===== config.mk =====
export PLATFORM = sky130hd
export DESIGN_NAME = stack_access_sequencer_flat
export DESIGN_NICKNAME = d
export VERILOG_FILES = /design/src/hw/rtl/sas_pkg.sv /design/src/hw/rtl/sas_in_if.sv /design/src/hw/rtl/sas_out_if.sv /design/src/hw/rtl/sas_cfg_if.sv /design/src/hw/rtl/sas_ctrl.sv /design/src/hw/rtl/sas_datapath.sv /design/src/hw/rtl/stack_access_sequencer.sv /design/src/flat_wrapper.sv
export SDC_FILE = /design/constraint.sdc
export NUM_CORES = 1
export LEC_CHECK = 0
export ABC_CLOCK_PERIOD_IN_PS = 3300
export BUFFER_PORTS_ARGS = -buffer_cell sky130_fd_sc_hd__clkbuf_2
export CORE_ASPECT_RATIO = 1.25
export CORE_MARGIN = 4
export CORE_UTILIZATION = 40
export CTS_CLUSTER_SIZE = 24
export DETAILED_ROUTE_END_ITERATION = 7
export GPL_TIMING_DRIVEN = 0
export SYNTH_ARGS = -nofsm -noshare
export SYNTH_HDL_FRONTEND = slang
export SYNTH_SLANG_ARGS = --single-unit

===== constraint.sdc =====
create_clock -name i_clk -period 3.3 [get_ports i_clk]
set_input_delay 0.165 -clock i_clk [delete_from_list [all_inputs] [get_ports i_clk]]
set_output_delay 0.165 -clock i_clk [all_outputs]
set_load 0.01 [all_outputs]

===== src/hw/rtl/sas_pkg.sv =====
package sas_pkg;

    localparam int unsigned WORD_W = 32;
    localparam int unsigned SLOT_W = 4;
    localparam int unsigned IDX_W  = 3;

    typedef enum logic [2:0] {
        OP_PUSH16 = 3'd0,
        OP_PUSH32 = 3'd1,
        OP_POP16  = 3'd2,
        OP_POP32  = 3'd3,
        OP_PUSHA  = 3'd4,
        OP_PUSHAD = 3'd5,
        OP_POPA   = 3'd6,
        OP_POPAD  = 3'd7
    } t_opcode;

    typedef enum logic {
        CFG_STACK_IS_32BIT = 1'b0,
        CFG_STACK_BASE     = 1'b1
    } t_cfg_index;

    typedef enum logic {
        S_IDLE = 1'b0,
        S_BUSY = 1'b1
    } t_state;

    localparam logic [SLOT_W-1:0] SLOT_EXTERNAL = 4'd8;
    localparam logic [SLOT_W-1:0] SLOT_DISCARD  = 4'd9;
    localparam logic [IDX_W-1:0]  SLOT_ESP      = 3'd4;
    localparam logic [IDX_W-1:0]  IDX_LAST      = 3'd7;

    localparam logic [WORD_W-1:0] STEP_WORD   = 32'd2;
    localparam logic [WORD_W-1:0] STEP_DWORD  = 32'd4;
    localparam logic [WORD_W-1:0] BLOCK_WORD  = 32'd16;
    localparam logic [WORD_W-1:0] BLOCK_DWORD = 32'd32;
    localparam logic [WORD_W-1:0] MASK_16     = 32'h0000_FFFF;
    localparam logic [WORD_W-1:0] MASK_32     = 32'hFFFF_FFFF;

    // Commands from the controller to the datapath.
    typedef struct packed {
        logic load;
        logic advance;
    } t_dp_cmd;

    // Status from the datapath to the controller.
    typedef struct packed {
        logic last;
    } t_dp_stat;

    typedef struct packed {
        logic [WORD_W-1:0] mem_address;
        logic              is_write;
        logic              is_dword;
        logic [SLOT_W-1:0] reg_slot;
        logic [WORD_W-1:0] write_data;
        logic [WORD_W-1:0] new_esp;
        logic              last;
    } t_access;

endpackage


===== src/hw/rtl/sas_in_if.sv =====
interface sas_in_if;
    import sas_pkg::*;

    logic              valid;
    logic              ready;
    logic [2:0]        opcode;
    logic [WORD_W-1:0] esp_in;
    logic [WORD_W-1:0] push_data;

    modport source (output valid, output opcode, output esp_in, output push_data,
                    input ready);
    modport sink (input valid, input opcode, input esp_in, input push_data,
                  output ready);
endinterface


===== src/hw/rtl/sas_out_if.sv =====
interface sas_out_if;
    import sas_pkg::*;

    logic              valid;
    logic              ready;
    logic [WORD_W-1:0] mem_address;
    logic              is_write;
    logic              is_dword;
    logic [SLOT_W-1:0] reg_slot;
    logic [WORD_W-1:0] write_data;
    logic [WORD_W-1:0] new_esp;
    logic              last;

    modport source (output valid, output mem_address, output is_write, output is_dword,
                    output reg_slot, output write_data, output new_esp, output last,
                    input ready);
    modport sink (input valid, input mem_address, input is_write, input is_dword,
                  input reg_slot, input write_data, input new_esp, input last,
                  output ready);
endinterface


===== src/hw/rtl/sas_cfg_if.sv =====
interface sas_cfg_if;
    import sas_pkg::*;

    logic              valid;
    logic              ready;
    logic              index;
    logic [WORD_W-1:0] data;

    modport source (output valid, output index, output data, input ready);
    modport sink (input valid, input index, input data, output ready);
endinterface


===== src/hw/rtl/sas_ctrl.sv =====
module sas_ctrl (
    input  logic               i_clk,
    input  logic               i_rst_n,
    input  logic               i_in_valid,
    output logic               o_in_ready,
    output logic               o_out_valid,
    input  logic               i_out_ready,
    input  sas_pkg::t_dp_stat  i_stat,
    output sas_pkg::t_dp_cmd   o_cmd
);
    import sas_pkg::*;

    t_state r_state;
    t_state n_state;

    always_ff @(posedge i_clk) begin
        if (!i_rst_n) begin
            r_state <= S_IDLE;
        end else begin
            r_state <= n_state;
        end
    end

    always_comb begin
        n_state     = r_state;
        o_in_ready  = 1'b0;
        o_out_valid = 1'b0;
        o_cmd       = '0;
        case (r_state)
            S_IDLE: begin
                o_in_ready = 1'b1;
                if (i_in_valid) begin
                    o_cmd.load = 1'b1;
                    n_state    = S_BUSY;
                end
            end
            S_BUSY: begin
                o_out_valid = 1'b1;
                if (i_out_ready) begin
                    o_cmd.advance = 1'b1;
                    if (i_stat.last) begin
                        n_state = S_IDLE;
                    end
                end
            end
            default: begin
                n_state = S_IDLE;
            end
        endcase
    end

    // An accepted operation always shows its first access on the next cycle.
    a_load_then_valid: assert property (@(posedge i_clk) disable iff (!i_rst_n)
        (i_in_valid && o_in_ready) |=> o_out_valid)
        else $error("first access did not follow an accepted operation");

    // After the final access transfers, the block is ready for a new operation.
    a_last_then_ready: assert property (@(posedge i_clk) disable iff (!i_rst_n)
        (o_out_valid && i_out_ready && i_stat.last) |=> (o_in_ready && !o_out_valid))
        else $error("block did not return to idle after the final access");

    // Input and output never both open in one cycle.
    a_exclusive: assert property (@(posedge i_clk) disable iff (!i_rst_n)
        !(o_in_ready && o_out_valid))
        else $error("input ready while an access is pending");
endmodule


===== src/hw/rtl/sas_datapath.sv =====
module sas_datapath (
    input  logic                         i_clk,
    input  logic                         i_rst_n,
    input  sas_pkg::t_dp_cmd             i_cmd,
    output sas_pkg::t_dp_stat            o_stat,
    input  logic                         i_cfg_we,
    input  logic                         i_cfg_index,
    input  logic [sas_pkg::WORD_W-1:0]   i_cfg_data,
    input  logic [2:0]                   i_opcode,
    input  logic [sas_pkg::WORD_W-1:0]   i_esp_in,
    input  logic [sas_pkg::WORD_W-1:0]   i_push_data,
    output sas_pkg::t_access             o_access
);
    import sas_pkg::*;

    logic              r_is32;
    logic [WORD_W-1:0] r_base;
    logic [WORD_W-1:0] r_ptr;
    logic [WORD_W-1:0] r_nesp;
    logic [WORD_W-1:0] r_data;
    logic              r_dw;
    logic              r_wr;
    logic              r_multi;
    logic [IDX_W-1:0]  r_idx;

    logic [WORD_W-1:0] mask;
    logic [WORD_W-1:0] keep;
    logic              dw_in;
    logic [WORD_W-1:0] step_in;
    logic [WORD_W-1:0] block_in;
    logic [WORD_W-1:0] step_cur;
    logic [WORD_W-1:0] n_ptr;
    logic [WORD_W-1:0] n_nesp;
    logic [WORD_W-1:0] n_data;
    logic              n_wr;
    logic              n_multi;
    logic [IDX_W-1:0]  rev_idx;
    logic [SLOT_W-1:0] slot;
    logic              last;

    assign mask     = r_is32 ? MASK_32 : MASK_16;
    assign keep     = i_esp_in & ~mask;
    assign dw_in    = i_opcode[0];
    assign step_in  = dw_in ? STEP_DWORD : STEP_WORD;
    assign block_in = dw_in ? BLOCK_DWORD : BLOCK_WORD;
    assign step_cur = r_dw ? STEP_DWORD : STEP_WORD;

    // First access of the operation and the final pointer.
    always_comb begin
        n_ptr   = i_esp_in & mask;
        n_nesp  = i_esp_in;
        n_data  = '0;
        n_wr    = 1'b0;
        n_multi = 1'b0;
        case (t_opcode'(i_opcode))
            OP_PUSH16, OP_PUSH32: begin
                n_ptr  = (i_esp_in - step_in) & mask;
                n_nesp = ((i_esp_in - step_in) & mask) | keep;
                n_data = dw_in ? i_push_data : (i_push_data & MASK_16);
                n_wr   = 1'b1;
            end
            OP_POP16, OP_POP32: begin
                n_nesp = ((i_esp_in + step_in) & mask) | keep;
            end
            OP_PUSHA, OP_PUSHAD: begin
                n_ptr   = (i_esp_in - step_in) & mask;
                n_nesp  = ((i_esp_in - block_in) & mask) | keep;
                n_wr    = 1'b1;
                n_multi = 1'b1;
            end
            OP_POPA, OP_POPAD: begin
                n_nesp  = ((i_esp_in + block_in) & mask) | keep;
                n_multi = 1'b1;
            end
            default: begin
                n_multi = 1'b0;
            end
        endcase
    end

    always_ff @(posedge i_clk) begin
        if (!i_rst_n) begin
            r_is32 <= 1'b0;
            r_base <= '0;
        end else if (i_cfg_we) begin
            case (t_cfg_index'(i_cfg_index))
                CFG_STACK_IS_32BIT: r_is32 <= i_cfg_data[0];
                CFG_STACK_BASE:     r_base <= i_cfg_data;
                default:            r_is32 <= r_is32;
            endcase
        end
    end

    always_ff @(posedge i_clk) begin
        if (!i_rst_n) begin
            r_multi <= 1'b0;
            r_idx   <= '0;
        end else if (i_cmd.load) begin
            r_multi <= n_multi;
            r_idx   <= '0;
        end else if (i_cmd.advance) begin
            r_idx <= r_idx + 1'b1;
        end
    end

    // Pushes walk down the stack, pops walk up.
    always_ff @(posedge i_clk) begin
        if (i_cmd.load) begin
            r_ptr  <= n_ptr;
            r_nesp <= n_nesp;
            r_data <= n_data;
            r_dw   <= dw_in;
            r_wr   <= n_wr;
        end else if (i_cmd.advance) begin
            r_ptr <= r_wr ? ((r_ptr - step_cur) & mask) : ((r_ptr + step_cur) & mask);
        end
    end

    // Pusha stores slots in ascending order; popa restores them in descending
    // order and drops the stack-pointer slot.
    always_comb begin
        rev_idx = IDX_LAST - r_idx;
        if (!r_multi) begin
            slot = SLOT_EXTERNAL;
        end else if (r_wr) begin
            slot = {1'b0, r_idx};
        end else if (rev_idx == SLOT_ESP) begin
            slot = SLOT_DISCARD;
        end else begin
            slot = {1'b0, rev_idx};
        end
    end

    assign last = !r_multi || (r_idx == IDX_LAST);

    assign o_stat.last          = last;
    assign o_access.mem_address = r_base + r_ptr;
    assign o_access.is_write    = r_wr;
    assign o_access.is_dword    = r_dw;
    assign o_access.reg_slot    = slot;
    assign o_access.write_data  = r_data;
    assign o_access.new_esp     = r_nesp;
    assign o_access.last        = last;

    a_single_is_last: assert property (@(posedge i_clk) disable iff (!i_rst_n)
        (i_cmd.advance && !r_multi) |-> o_stat.last)
        else $error("single access not flagged as final");

    a_index_steps: assert property (@(posedge i_clk) disable iff (!i_rst_n)
        (i_cmd.advance && r_multi && (r_idx != IDX_LAST)) |=>
        (r_idx == $past(r_idx) + 1'b1))
        else $error("access index did not step");

    a_load_starts_at_zero: assert property (@(posedge i_clk) disable iff (!i_rst_n)
        i_cmd.load |=> (r_idx == '0))
        else $error("access index not cleared on a new operation");
endmodule


===== src/hw/rtl/stack_access_sequencer.sv =====
// Channel  Role    Carries
// i_in     sink    opcode, esp_in, push_data: one stack operation
// o_out    source  one memory access: address, direction, size, slot, data, new_esp, last
// i_cfg    sink    register write: index 0 stack_is_32bit, index 1 stack_base
//
// A single push or pop is accepted and then makes one access transfer.
// Pusha, pushad, popa and popad make eight accesses: the sequencer emits one access per
// cycle while the output is ready, from its access index counter and pointer register.
// A stalled output holds the current access; no new operation is accepted
// until the final access transfers. Configuration writes are always taken.
// Reset clears both configuration registers and returns the sequencer to idle.
module stack_access_sequencer (
    input  logic      i_clk,
    input  logic      i_rst_n,
    sas_in_if.sink    i_in,
    sas_out_if.source o_out,
    sas_cfg_if.sink   i_cfg
);
    import sas_pkg::*;

    t_dp_cmd  cmd;
    t_dp_stat stat;
    t_access  access;

    assign i_cfg.ready = 1'b1;

    sas_ctrl u_ctrl (
        .i_clk       (i_clk),
        .i_rst_n     (i_rst_n),
        .i_in_valid  (i_in.valid),
        .o_in_ready  (i_in.ready),
        .o_out_valid (o_out.valid),
        .i_out_ready (o_out.ready),
        .i_stat      (stat),
        .o_cmd       (cmd)
    );

    sas_datapath u_datapath (
        .i_clk       (i_clk),
        .i_rst_n     (i_rst_n),
        .i_cmd       (cmd),
        .o_stat      (stat),
        .i_cfg_we    (i_cfg.valid),
        .i_cfg_index (i_cfg.index),
        .i_cfg_data  (i_cfg.data),
        .i_opcode    (i_in.opcode),
        .i_esp_in    (i_in.esp_in),
        .i_push_data (i_in.push_data),
        .o_access    (access)
    );

    assign o_out.mem_address = access.mem_address;
    assign o_out.is_write    = access.is_write;
    assign o_out.is_dword    = access.is_dword;
    assign o_out.reg_slot    = access.reg_slot;
    assign o_out.write_data  = access.write_data;
    assign o_out.new_esp     = access.new_esp;
    assign o_out.last        = access.last;
endmodule


===== src/flat_wrapper.sv =====
// flat-port wrapper written by rule: the top's interface ports become plain ports
module stack_access_sequencer_flat import sas_pkg::*;
  (i_clk, i_rst_n, i_in_valid, i_in_opcode, i_in_esp_in, i_in_push_data, i_in_ready, o_out_valid, o_out_mem_address, o_out_is_write, o_out_is_dword, o_out_reg_slot, o_out_write_data, o_out_new_esp, o_out_last, o_out_ready, i_cfg_valid, i_cfg_index, i_cfg_data, i_cfg_ready);
  sas_in_if i_in_i ();
  sas_out_if o_out_i ();
  sas_cfg_if i_cfg_i ();
  input  logic i_clk;
  input  logic i_rst_n;
  input wire logic [$bits(i_in_i.valid)-1:0] i_in_valid;
  input wire logic [$bits(i_in_i.opcode)-1:0] i_in_opcode;
  input wire logic [$bits(i_in_i.esp_in)-1:0] i_in_esp_in;
  input wire logic [$bits(i_in_i.push_data)-1:0] i_in_push_data;
  output wire logic [$bits(i_in_i.ready)-1:0] i_in_ready;
  output wire logic [$bits(o_out_i.valid)-1:0] o_out_valid;
  output wire logic [$bits(o_out_i.mem_address)-1:0] o_out_mem_address;
  output wire logic [$bits(o_out_i.is_write)-1:0] o_out_is_write;
  output wire logic [$bits(o_out_i.is_dword)-1:0] o_out_is_dword;
  output wire logic [$bits(o_out_i.reg_slot)-1:0] o_out_reg_slot;
  output wire logic [$bits(o_out_i.write_data)-1:0] o_out_write_data;
  output wire logic [$bits(o_out_i.new_esp)-1:0] o_out_new_esp;
  output wire logic [$bits(o_out_i.last)-1:0] o_out_last;
  input wire logic [$bits(o_out_i.ready)-1:0] o_out_ready;
  input wire logic [$bits(i_cfg_i.valid)-1:0] i_cfg_valid;
  input wire logic [$bits(i_cfg_i.index)-1:0] i_cfg_index;
  input wire logic [$bits(i_cfg_i.data)-1:0] i_cfg_data;
  output wire logic [$bits(i_cfg_i.ready)-1:0] i_cfg_ready;
  assign i_in_i.valid = i_in_valid;
  assign i_in_i.opcode = i_in_opcode;
  assign i_in_i.esp_in = i_in_esp_in;
  assign i_in_i.push_data = i_in_push_data;
  assign i_in_ready = i_in_i.ready;
  assign o_out_valid = o_out_i.valid;
  assign o_out_mem_address = o_out_i.mem_address;
  assign o_out_is_write = o_out_i.is_write;
  assign o_out_is_dword = o_out_i.is_dword;
  assign o_out_reg_slot = o_out_i.reg_slot;
  assign o_out_write_data = o_out_i.write_data;
  assign o_out_new_esp = o_out_i.new_esp;
  assign o_out_last = o_out_i.last;
  assign o_out_i.ready = o_out_ready;
  assign i_cfg_i.valid = i_cfg_valid;
  assign i_cfg_i.index = i_cfg_index;
  assign i_cfg_i.data = i_cfg_data;
  assign i_cfg_ready = i_cfg_i.ready;
  stack_access_sequencer u_core (.i_clk(i_clk), .i_rst_n(i_rst_n), .i_in(i_in_i), .o_out(o_out_i), .i_cfg(i_cfg_i));
endmodule

# Word-level counts from Yosys, hierarchy flattened
# Cells that the tools add are included.
word_totals:
  output_inout_bits: 106
  in_bits: 105
  ff_bits: 136
  elab_cells: 82
classes:
  n_reduce_logical: 14
  muxes: 23
  eq_ne: 9
  n_addsub: 9
  bitwise: 16
ops:
  columns: ["op", "count"]
  rows:
  - ["$and 32x32->32", 8]
  - ["$mux 32", 5]
  - ["$or 32x32->32", 4]
  - ["$pmux 32 s4", 1]
  - ["$add 32x3->32", 2]
  - ["$sub 32x3->32", 2]
  - ["$add 32x32->32", 1]
  - ["$add 32x6->32", 1]
  - ["$not 32->32", 1]
  - ["$sub 32x6->32", 1]
  - ["$eq 3x3->1 const B", 6]
  - ["$mux 4", 3]
  - ["$mux 1", 10]
  - ["$reduce_or 2->1", 5]
  - ["$reduce_or 4->1", 2]
  - ["$eq 3x2->1 const B", 2]
  - ["$mux 3", 2]
  - ["$mux 6", 1]
  - ["$reduce_and 2->1", 3]
  - ["$add 3x1->3 const B", 1]
  - ["$eq 3x1->1 const B", 1]
  - ["$logic_not 3->1", 1]
  - ["$not 1->1", 3]
  - ["$sub 3x3->3 const A", 1]
  - ["4 further kinds", 4]

# Depth between registers and ports, before layout
# Gate-level depths: netlist of run 1.
logic_depth:
  ltp_word: 6
  depth_mapped: 13

# By module
# Synthesis of run 1 repeated with hierarchy kept, for this count alone.
unflattened:
  hier_cells: 1294
  area_unflattened_um2: 11071.9
by_module_without_submodules:
  columns: ["module", "cells_each", "seq_area_each_um2", "area_per_inst_um2", "n_inst"]
  rows:
  - ["sas_datapath", 1286, 3683.5, 11005.6, 1]
  - ["sas_ctrl", 6, 20.0, 55.1, 1]
  - ["stack_access_sequencer", 2, 0.0, 11.3, 1]

# Worst setup path after synthesis of run 1
# Ideal clock, no wire load.
synth_timing:
  path_kind: "register to register"
  from: "register u_core.u_datapath.r_wr"
  to: "register u_core.u_datapath.r_ptr[28], data pin"
  required_ns: 3.035
  slack_ns: -0.194
  path_stages_with_launch: 13
  path_buffers: 0
  setup_ns: 0.265
  arrival_ns: 3.229
  cell_sequence: "edfxtp_1 > inv_1 > nor2_1 > ha_1 > nand2b_1 > a21oi_1 > o2111ai_1 > a21oi_1 > a21oi_1 > o311ai_2 > a2111oi_0 > a41o_1 > o32ai_1"
synth_between:
  elab_chain_cells: 3
synth_rtl:
  columns: ["element", "line_no", "text"]
  rows:
  - ["start: declaration", "sas_datapath.sv:22", "logic r_wr;"]
  - ["start signal: assignment", "sas_datapath.sv:113", "r_wr <= n_wr;"]
  - ["$mux 32", "sas_datapath.sv:115", "r_ptr <= r_wr ? ((r_ptr - step_cur) & mask) : ((r_ptr + step_cur) & mask);"]
  - ["$mux 32", "sas_datapath.sv:114", "end else if (i_cmd.advance) begin"]
  - ["$mux 32", "sas_datapath.sv:108", "if (i_cmd.load) begin"]
  - ["end signal: assignment", "sas_datapath.sv:109", "r_ptr <= n_ptr;"]
  - ["end signal: assignment", "sas_datapath.sv:115", null]
  - ["end: declaration", "sas_datapath.sv:18", "logic [WORD_W-1:0] r_ptr;"]
# Every way passes these cells. The select of a mux whose other input is x is not followed.
# A chain may end at the register's enable or synchronous reset.

# Worst setup path after layout of run 1
layout_timing:
  from: "register u_core.u_datapath.r_ptr[6]"
  to: "output port o_out_mem_address[25]"
layout_between:
  elab_chain_cells: 1
layout_rtl:
  columns: ["element", "line_no", "text"]
  rows:
  - ["$add 32x32->32", "sas_datapath.sv:137", "assign o_access.mem_address = r_base + r_ptr;"]
  - ["end: declaration", "flat_wrapper.sv:15", "output wire logic [$bits(o_out_i.mem_address)-1:0] o_out_mem_address;"]
# Every way passes these cells.

==> impl_metrics.csv, run 1 <==
group,metric,value,unit
run_status,outcome,"finished with violations",
run_status,violations,"negative setup slack",
die,pin_count,211,
worst_setup_path,start_kind,"register",
synthesis,async_reset_ff_share,0,%
timing,slew_violations,0,
worst_setup_path,cp_max_fo,4,
worst_setup_path,cp_data_arrival_time,3.25,ns
place,dp_worst_setup_slack,-0.814,ns
global_routing,grt_usage,22.2,%
die,rows,66,
clocking,path_clk_slew,0.06,ns
route,first_iter_violations,737,
timing,fin_skew,0.00771,ns
final_layout,diodes,0,
synthesis,synthXorXnorAreaFrac,9.39,%
clocking,numClockSinks,136,
worst_setup_path,crit_buf_inv,1,
synthesis,synth-adder-area-share,9.81,%
timing,setup_viol,4,
clocking,clock_path_buffers,2,
job,drv_cap,0,
synthesis,syn_avg_cell_area,8.64,µm²
route,drt-wirelength-per-cell,17.9,µm
die,dieArea,29000,µm²
worst_setup_path,cp-startpoint,"u_core.u_datapath.r_ptr[6]$_DFFE_PP_",
synthesis,synth_top_family_by_area,"simple AND/OR/NAND/NOR gates",
global_routing,antenna_found_initial,0,
timing,fmax,293,MHz
synthesis,syn_inst,1219,
worst_setup_path,crit_required,3.13,ns
place,place.port_buffers,189,
worst_setup_path,end_kind,"output pin",
global_routing,grt_pass1_vias,9978,
worst_setup_path,critPathKind,"reg2out",
final_layout,drive_gt1_share,22.2,%
synthesis,ys_types,73,
die,fp.coreArea,26000,µm²
synthesis,synth_area,10500,µm²
timing,setup_ws,-0.117,ns
synthesis,yosys_warnings,0,
final_layout,synthToLayoutAreaGrowth,29.6,%
final_layout,num-nets-final,1685,
timing,finalCriticalPeriod,3.42,ns
clocking,clkLatencyLatePin,0.44,ns
global_routing,grt-ovfl-total,0,
route,wl,33200,µm
final_layout,final_area,13700,µm²
die,initial_utilization,40.5,%
synthesis,muxShareOfSynthArea,0.784,%
synthesis,synthSimpleGateAreaFrac,21.4,%
synthesis,syn_nets,1403,
power,peakVddDrop,368,µV
die,dieWidth,153,µm
place,place_congestion,0.951,
route,num_vias,10200,
timing,max_slew.worst_pin.slew,1.26,ns
place,dp_hpwl,25200,µm
timing,hold_viol_final,0,
synthesis,seq_area_frac_synth,35.1,%
clocking,cts-root-buf,"clkbuf_16",
synthesis,synth-compound-area-share,19.1,%
timing,rsz0062_at_grt,"yes",
place,dpl_cell_area,12000,µm²
worst_setup_path,max_stage_delay,0.50,ns
worst_setup_path,path_cells,"ha_4 > a21oi_4 > o22ai_2 > o21ai_2 > o311ai_4 > a311o_1 > a31oi_4 > o21bai_4 > or4b_4 > nand3_4 > buf_6",
clocking,cts_max_level,4,
worst_setup_path,cp_slowest_cell,"or4b_4",
power,p_per_area,430,nW/µm²
timing,max_slew_margin,15.8,%
route,drtPass1Iterations,5,
worst_setup_path,path_delay_family,"compound AO/OA/AOI/OAI gates",
route,via_per_inst,5.48,
route,ant_nets,0,
route,drc,0,
clocking,cts_tree,"yes",
hold_path,worstHoldPathType,"in2reg",
power,leakagePower,5.73,nW
synthesis,ys_ff_latch,136,
global_routing,grt_max_degree,64,
synthesis,synth-edff-count,98,
global_routing,grt_first_pass_wirelength,52300,µm
hold_path,hold_start,"i_in_push_data[5]",
die,chipHeight,189,µm
clocking,numCtsBuffers,17,
timing,period_share,104,%
final_layout,final_core_util,52.5,%
synthesis,synthFlopType,"edfxtp_1",
worst_setup_path,timing.rr.start,"u_core.u_datapath.r_wr$_DFFE_PP_",
==> sequential cells by signal, summed over array words and instances, names as in the netlist <==
| register | count |
|---|---|
| u_core.u_ctrl.r_state | 1 |
| u_core.u_datapath.r_base | 32 |
| u_core.u_datapath.r_data | 32 |
| u_core.u_datapath.r_dw | 1 |
| u_core.u_datapath.r_idx | 3 |
| u_core.u_datapath.r_is32 | 1 |
| u_core.u_datapath.r_multi | 1 |
| u_core.u_datapath.r_nesp | 32 |
| u_core.u_datapath.r_ptr | 32 |
| u_core.u_datapath.r_wr | 1 |
==> metal layers <==
layer	GRT usage [%]	part of all wire, %
met5	0	0
met4	7.78	2.9
met1	26.9	42
met3	4.32	5.9
met2	39.3	49
==> area by class of cell <==
type                            count  area [µm²]
Buffer                             71         308
Clock buffer                       17         425
Clock inverter                     15         129
Fill cell                        2464       12400
Inverter                           36         135
Multi-Input combinational cell    973        6830
Sequential cell                   136        3700
Tap cell                          340         425
Timing Repair Buffer              266        1710
==> cells in the mapped netlist (7+ instances only) <==
| master | n | area [µm²] |
|---|---|---|
| nor4_1 | 10 | 62.6 |
| o22ai_1 | 9 | 56.3 |
| o21bai_1 | 8 | 60.1 |
| dfxtp_1 | 38 | 761 |
| nand3_1 | 30 | 150 |
| nor3_1 | 20 | 100 |
| o31ai_1 | 7 | 52.6 |
| edfxtp_1 | 98 | 2940 |
| xor2_1 | 45 | 394 |
| a211oi_1 | 8 | 60.1 |
| and3_1 | 33 | 206 |
| clkbuf_1 | 58 | 218 |
| o21ai_0 | 64 | 320 |
| o21a_1 | 8 | 60.1 |
| a31oi_1 | 20 | 125 |
| a21oi_1 | 112 | 561 |
| nor2b_1 | 10 | 62.6 |
| ha_1 | 73 | 913 |
| nor2_1 | 77 | 289 |
| nand2b_1 | 11 | 68.8 |
| nand4_1 | 18 | 113 |
| xnor2_1 | 68 | 596 |
| o311ai_0 | 7 | 61.3 |
| a21o_1 | 36 | 270 |
| inv_1 | 33 | 124 |
| and2_1 | 30 | 188 |
| nand2_1 | 173 | 649 |
==> kinds of logic after synthesis <==
| logic type | after synthesis |
|---|---|
| compound gates | 321 |
| mux | 7 |
| simple gates | 452 |
| other cells | 1 |
| buf+inv | 110 |
| xor+xnor | 113 |
| fa+ha+maj | 79 |
| flops | 136 |
==> report_power, final <==
part | switching, mW | internal [mW]
clock network | 0.844 | 0.989
registers | 0.0893 | 2.01
logic | 1.10 | 0.844
total | 2.03 | 3.84
==> final timing paths <==
path | endpoint | slack, ns | cells past startpoint
worst min register to register | u_core.u_datapath.r_base[25]$_SDFFE_PN0P_ | 0.46 | 2
worst max-delay path | o_out_mem_address[25] | -0.12 | 11
worst min-delay path | u_core.u_datapath.r_data[5]$_SDFFCE_PN0P_ | 0.02 | 2
worst max register to register | u_core.u_datapath.r_ptr[28]$_DFFE_PP_ | 0.16 | 11
==> through the flow <==
stage                     power [mW]  hold WS, ns  std cells  setup TNS, ns
after global routing            6.20       0.0288       1854         -0.836
after detailed placement        3.84        0.357       1750         -12.39
after CTS                       5.80      0.00690       1838         -0.361
after floorplan                 3.30        0.264       1219        -0.0240
final                           5.87       0.0177       1854         -0.261
after global placement          3.81        0.352       1748         -15.67
==> worst register-to-register path, stage by stage, from the launching register on <==
cell       delay [ns]
edfxtp_1         0.42
buf_12           0.17
buf_4            0.15
ha_1             0.36
and3_1           0.22
o2111ai_1        0.18
a21oi_2          0.30
a21oi_4          0.13
o311ai_4         0.37
a2111oi_1        0.13
a41o_1           0.22
o32ai_1          0.30
==> placed cells by master (no fill, tap or decap), types with 15 or more instances in the layout <==
cell type / n
nor2_1: 75
xnor2_1: 68
a21o_1: 36
a31oi_1: 15
clkbuf_2: 185
dfxtp_1: 37
edfxtp_1: 98
and3_1: 32
nand4_1: 18
nand3_1: 29
nor3_1: 20
nand2_1: 172
ha_1: 61
clkbuf_16: 17
xor2_1: 45
clkbuf_1: 53
and2_1: 30
a21oi_1: 102
inv_1: 29
o21ai_0: 59
buf_4: 27
dlygate4sd3_1: 49
==> repair_timing <==
action | in CTS | in global routing
hold buffers | 49 | 0
setup buffers | 7 | 19
gates resized for setup | 31 | 40
pin swaps | 4 | 26
hold endpoints to repair | 48 | 0
setup endpoints to repair | 27 | 25
No activity file was read; power rests on OpenSTA's default activity.
==> inputs of run 2 (changes only) <==
Settings changed: ABC_AREA from default to 1, CTS_BUF_LIST from default to sky130_fd_sc_hd__clkbuf_4, RECOVER_POWER from default to 100.
==> run 2 against run 1 <==
Against the previous run:
- the run now ends clean
- design area up 18%
- clock power shrank 28%
- hold slack better by 0.035 ns
- clock skew up 0.023 ns
- synthesized area is 28% higher
- global-route usage up 6.1 points
- routed wire length rose by 58%
- synthesized cell count grew 77%
- critical endpoint is now u_core.u_datapath.r_ptr[28]$_DFFE_PP_
- largest cell class unchanged
- largest power group is now combinational logic
==> impl_metrics.csv, run 2 <==
group,metric,value,unit
route,first_iter_violations,1308,
synthesis,ys_types,45,
route,via_per_inst,5.28,
timing,whs,0.0528,ns
power,combPwrFrac,41.2,%
die,pin_count,211,
final_layout,synthToLayoutAreaGrowth,19.3,%
power,leakagePower,7.62,nW
run_status,outcome,"complete, no violations",
clocking,cts_tree,"yes",
synthesis,yosys.area.top_type_share,21.8,%
timing,rsz0062_at_grt,"no",
synthesis,async_reset_ff_share,0,%
worst_setup_path,cp_slowest_cell,"dlygate4sd3_1",
route,wl,52500,µm
clocking,clock_path_buffers,2,
worst_setup_path,max_stage_delay,0.52,ns
final_layout,fillers,3568,
power,p_sw_share,40.6,%
synthesis,synthSimpleGateAreaFrac,40.1,%
timing,fmax,320,MHz
timing,setup_viol,0,
die,rows,74,
timing,hold_viol_final,0,
synthesis,synth_area,13500,µm²
clocking,cts-root-buf,"clkbuf_4",
die,dieArea,36800,µm²
die,initial_utilization,41.0,%
power,p_per_area,361,nW/µm²
power,p_total,5.81,mW
clocking,path_clk_slew,0.12,ns
die,dieWidth,172,µm
final_layout,final_core_util,48.8,%
power,power.switching,2.36,mW
worst_setup_path,crit_required,3.68,ns
synthesis,syn_nets,2337,
power,peakVddDrop,211,µV
worst_setup_path,cp_data_arrival_time,3.50,ns
synthesis,yosysTopAreaCell,"edfxtp_1",
timing,fin_skew,0.0302,ns
synthesis,synth-edff-count,98,
route,ant_nets,0,
synthesis,synth-compound-area-share,11.0,%
synthesis,synth_common_cells,"nand2_1, nor2_1, inv_1",
final_layout,final_common_cell,"nand2_1",
synthesis,syn_inst,2153,
place,place.port_buffers,187,
synthesis,synthXorXnorAreaFrac,3.11,%
synthesis,ys_ff_latch,136,
global_routing,grt_pass1_vias,14900,
place,dp_hpwl,41900,µm
synthesis,synth_area_leaders,"edfxtp_1, nand2_1, nor2_1",
route,drt-wirelength-per-cell,18.2,µm
hold_path,worstHoldPathType,"in2reg",
global_routing,antenna_found_initial,2,
worst_setup_path,end_kind,"register",
global_routing,grt_max_degree,51,
route,drtPass1Iterations,5,
die,fp.coreArea,33000,µm²
worst_setup_path,start_kind,"input port",
place,place_congestion,1.01,
global_routing,grt_first_pass_wirelength,79800,µm
timing,slew_violations,0,
clocking,clkLatencyLatePin,0.62,ns
global_routing,grt_usage,28.3,%
clocking,cts_max_level,4,
power,p_clk_share,22.5,%
clocking,numClockSinks,136,
synthesis,synth-adder-area-share,7.66,%
die,chipHeight,213,µm
timing,max_slew.worst_pin.slew,0.905,ns
job,drv_cap,0,
timing,max_slew_margin,39.6,%
synthesis,synth_top_family_by_area,"simple AND/OR/NAND/NOR gates",
synthesis,synth.most_common_cell,"nand2_1",
final_layout,final_cell_mix,"nand2_1, nor2_1, inv_1",
synthesis,synthFlopType,"edfxtp_1",
final_layout,drive_gt1_share,9.44,%
worst_setup_path,critPathMostFrequentCell,"nand2_1",
worst_setup_path,path_cells,"dlygate4sd3_1 > clkbuf_1 > inv_1 > ha_1 > nand2_1 > nand2_1 > nor2_1 > nand2_1 > nor2_1 > nand2_1 > nand2_1 > nand3_1 > nand2_1 > inv_1 > nand2_1 > inv_1",
synthesis,yosys_warnings,0,
synthesis,seq_area_frac_synth,27.4,%
timing,period_share,94.7,%
timing,finalCriticalPeriod,3.13,ns
final_layout,num-nets-final,2640,
worst_setup_path,cp_max_fo,8,
synthesis,syn_avg_cell_area,6.27,µm²
route,num_vias,15300,
synthesis,muxShareOfSynthArea,0,%
worst_setup_path,critPathKind,"in2reg",
power,seqPwrFrac,36.3,%
power,internal_power,3.45,mW
route,drc,0,
global_routing,grt-ovfl-total,0,
clocking,numCtsBuffers,17,
run 2: cell count changes after synthesis, sizes merged, moves of 62 or more:
| cell | previous run | this run |
|---|---|---|
| inv | 34 | 290 |
| nand2 | 173 | 621 |
| nand3 | 30 | 223 |
| nor2 | 77 | 354 |
| o21ai | 64 | 139 |
| xnor2 | 68 | 6 |
run 2: cell families (layout without fill, tap and decap cells):
kind of cell               count (synthesis)  after routing
and+or+nand+nor                         1259           1259
xor gates and xnor gates                  48             48
DFF                                      136            136
adders and majority gates                 79             79
buffers and inverters                    356            672
AOI/OAI and AO/OA                        274            274
other                                      1              3
run 2: path summary, 6_finish.rpt:
path	depth (start not counted)	end	startpoint	slack [ns]
setup / recovery	16	u_core.u_datapath.r_ptr[28]$_DFFE_PP_	i_in_opcode[0]	0.17
hold / removal	3	u_core.u_datapath.r_nesp[20]$_DFFE_PP_	i_in_esp_in[20]	0.05
setup reg to reg	5	u_core.u_datapath.r_ptr[12]$_DFFE_PP_	u_core.u_ctrl.r_state$_SDFF_PN0_	0.32
hold reg to reg	2	u_core.u_datapath.r_base[11]$_SDFFE_PN0P_	u_core.u_datapath.r_base[11]$_SDFFE_PN0P_	0.50
run 2: area by class of cell:
class	instances	area [µm²]	area share, %
Sequential cell	136	3700	23.0
Multi-Input combinational cell	1661	8320	51.6
Buffer	64	348	2.16
Tap cell	418	523	3.25
Inverter	292	1100	6.81
Clock inverter	12	175	1.09
Timing Repair Buffer	284	1780	11.1
Clock buffer	20	150	0.932
Antenna cell	2	5.00	0.0311
run 2: stage by stage:
stage	area, µm²	cells	TNS, ns	setup slack (ns)
2_1_floorplan	13500	2153	0	0.669
3_3_place_gp	15000	2758	-0.960	-0.153
3_5_place_dp	15000	2760	-0.532	-0.0981
4_1_cts	16200	2879	0	0.00602
5_1_grt	16100	2889	0	0.0200
6_report	16100	2889	0	0.175
run 2: worst max-delay path, delay by kind of cell:
family / cells / cell delay [ns]
and+or+nand+nor: 10 / 1.61
buffers and inverters: 5 / 1.35
adders and majority gates: 1 / 0.36
run 2: what timing repair did:
item	in CTS	in global routing
hold endpoints to repair	91	0
endpoints found under the setup margin	11	12
resized for setup	1	10
hold buffers	86	0
buffers inserted	1	8
pin swaps	0	0
run 2: power by group through the flow:
stage	clock, mW	sequential, mW	combinational (mW)
floorplan	0	2.15	1.51
global placement	0	2.15	2.27
detailed placement	0	2.15	2.30
CTS	1.36	2.11	2.40
global route	1.42	2.12	2.68
finish	1.31	2.11	2.39
run 2: per-layer routing:
metal | track usage (%) | share of wire [%] | vias to the layer above | wire length, µm
li1 | - | - | 7576 | -
met1 | 31.6 | 38 | 6959 | 19900
met2 | 51.1 | 51 | 562 | 26600
met3 | 3.02 | 4.6 | 160 | 2400
met4 | 17.8 | 6.8 | 0 | 3550
met5 | 0 | 0 | - | 0
==> inputs of run 3 (changes only) <==
Settings changed: CELL_PAD_IN_SITES_DETAIL_PLACEMENT from default to 0, CELL_PAD_IN_SITES_GLOBAL_PLACEMENT from default to 1, CORE_UTILIZATION 40 to 38, PLACE_DENSITY_LB_ADDON from default to 0.1, SYNTH_HIERARCHICAL from default to 1.
==> run 3 against run 2 <==
Against the previous run:
- non-clock buffer count up 4
- clock skew down 0.0040 ns
- maximum frequency down 0.99%
- combinational power about the same
- highest routed layer unchanged
==> impl_metrics.csv, run 3 <==
group,metric,value,unit
run_status,outcome,"complete, no violations",
global_routing,grt_pass1_vias,14700,
hold_path,worstHoldPathType,"in2reg",
synthesis,seq_area_frac_synth,27.4,%
timing,whs,0.0866,ns
route,num_vias,15100,
global_routing,antenna_found_initial,2,
worst_setup_path,critPathMostFrequentCell,"nand2_1",
clocking,cts.repair.resized,0,
timing,fin_skew,0.0262,ns
timing,setup_viol,0,
synthesis,synth.most_common_cell,"nand2_1",
route,drc,0,
job,drv_cap,0,
worst_setup_path,path_cells,"dlygate4sd3_1 > clkbuf_2 > inv_1 > ha_1 > fa_1 > inv_1 > nor2_2 > nand2_1 > nor2_1 > nand2_1 > nand2_1 > nand2_1 > o21ai_0 > inv_1 > nand2_1 > nand3_1",
synthesis,synth_common_cells,"nand2_1, nor2_1, inv_1",
timing,fmax,317,MHz
place,place.port_buffers,188,
synthesis,ys_types,50,
timing,slew_violations,0,
worst_setup_path,critPathKind,"in2reg",
die,chipHeight,219,µm
final_layout,final_common_cell,"nand2_1",
power,peakVddDrop,168,µV
timing,finalCriticalPeriod,3.16,ns
die,rows,77,
clocking,cts_tree,"yes",
clocking,numCtsBuffers,17,
synthesis,synth_area,13500,µm²
final_layout,synthToLayoutAreaGrowth,19.6,%
synthesis,synth_area_leaders,"edfxtp_1, nand2_1, nor2_1",
global_routing,grt_first_pass_wirelength,81400,µm
clocking,cts-root-buf,"clkbuf_4",
synthesis,synthFlopType,"edfxtp_1",
die,fp.coreArea,35300,µm²
worst_setup_path,max_stage_delay,0.53,ns
timing,max_slew_margin,38.9,%
timing,rsz0062_at_grt,"no",
timing,setup_ws,0.144,ns
route,drtPass1Iterations,6,
power,p_total,5.74,mW
synthesis,yosys.area.top_type_share,21.8,%
final_layout,final_cell_mix,"nand2_1, nor2_1, inv_1",
global_routing,grt_max_degree,33,
route,via_per_inst,5.16,
final_layout,final_cell_count_no_fill,2916,
synthesis,syn_avg_cell_area,6.36,µm²
place,dpl_cell_area,15100,µm²
worst_setup_path,start_kind,"input port",
die,dieWidth,177,µm
synthesis,yosysTopAreaCell,"edfxtp_1",
final_layout,drive_gt1_share,9.55,%
die,dieArea,38700,µm²
timing,period_share,95.6,%
route,first_iter_violations,1073,
route,drt-wirelength-per-cell,18.6,µm
timing,max_slew.worst_pin.slew,0.916,ns
worst_setup_path,crit_required,3.66,ns
clocking,clock_path_buffers,2,
synthesis,async_reset_ff_share,0,%
die,initial_utilization,38.4,%
synthesis,yosys_warnings,6,
clocking,path_clk_slew,0.13,ns
global_routing,grt_usage,27.5,%
synthesis,ys_ff_latch,136,
timing,hold_viol_final,0,
worst_setup_path,cp_slowest_cell,"dlygate4sd3_1",
synthesis,synth-edff-count,98,
synthesis,syn_inst,2126,
route,ant_nets,0,
clocking,numClockSinks,136,
power,p_per_area,355,nW/µm²
clocking,cts_max_level,4,
clocking,clkLatencyLatePin,0.60,ns
place,dp_hpwl,43700,µm
place,dp_worst_setup_slack,0.210,ns
worst_setup_path,cp_max_fo,8,
final_layout,final_area,16200,µm²
place,numPlacedInstances,2791,
route,wl,54300,µm
synthesis,syn_nets,2310,
place,place_congestion,0.962,
power,leakagePower,7.48,nW
global_routing,grt-ovfl-total,0,
final_layout,num-nets-final,2611,
worst_setup_path,cp_data_arrival_time,3.51,ns
worst_setup_path,end_kind,"register",
die,pin_count,211,
-- run 3: worst paths after layout --
path / from / endpoint / slack [ns] / depth (start not counted)
worst max-delay path: i_in_opcode[0] / u_core/u_datapath/r_nesp[25]$_DFFE_PP_ / 0.14 / 16
worst max register to register: u_core/u_ctrl/r_state$_SDFF_PN0_ / u_core/u_datapath/r_ptr[29]$_DFFE_PN_ / 0.31 / 6
worst min-delay path: i_cfg_index / u_core/u_datapath/r_base[0]$_SDFFE_PN0P_ / 0.09 / 4
worst min register to register: u_core/u_datapath/r_base[15]$_SDFFE_PN0P_ / u_core/u_datapath/r_base[15]$_SDFFE_PN0P_ / 0.50 / 2
-- run 3: metrics by stage --
step	setup TNS, ns	utilization (%)
2_1_floorplan	0	-
3_3_place_gp	-39.52	42.7
3_5_place_dp	0	42.9
4_1_cts	0	46.3
5_1_grt	0	45.9
6_report	0	45.9
-- run 3: per-layer routing --
metal	GRT usage, %	vias up	part of all wire [%]	routed length, µm
li1	-	7526	-	-
met1	29.3	6930	37	20200
met2	52.3	454	53	28600
met3	3.29	145	3.9	2120
met4	15.1	0	6.1	3330
met5	0	-	0	0
-- run 3: cells by family after synthesis --
kind of cell	count (synthesis)	synth area share (%)
simple gates	1242	39.8
buf+inv	339	10.6
compound gates	282	11.4
flops	136	27.4
fa+ha+maj	79	7.64
xor+xnor	47	3.10
other cells	1	0.0277
-- run 3: where the power goes --
group	switching [mW]	total, mW	internal (mW)
Combinational	1.61	2.41	0.806
Sequential	0.0947	2.11	2.02
Clock	0.662	1.21	0.552
Total	2.37	5.74	3.37
-- run 3: worst max-delay path, delay by kind of cell --
kind                       cells  cell delay [ns]
buffers and inverters          5             1.28
AOI/OAI and AO/OA              1             0.17
and+or+nand+nor                8             1.34
adders and majority gates      2             0.55
-- run 3: cell type report --
type / instances / area, µm²
fill: 3900 / 19100
multi-input combinational: 1651 / 8370
sequential: 136 / 3700
timing repair buffer: 282 / 1790
inverter: 269 / 1010
tap: 474 / 593
buffer: 70 / 425
clock buffer: 21 / 158
clock inverter: 11 / 131
antenna: 2 / 5.00
-- run 3: repair_timing --
| action | in CTS | in global routing |
|---|---|---|
| hold endpoints to repair | 93 | 0 |
| setup buffers | 0 | 0 |
| endpoints found under the setup margin | 0 | 0 |
| hold buffers | 91 | 0 |
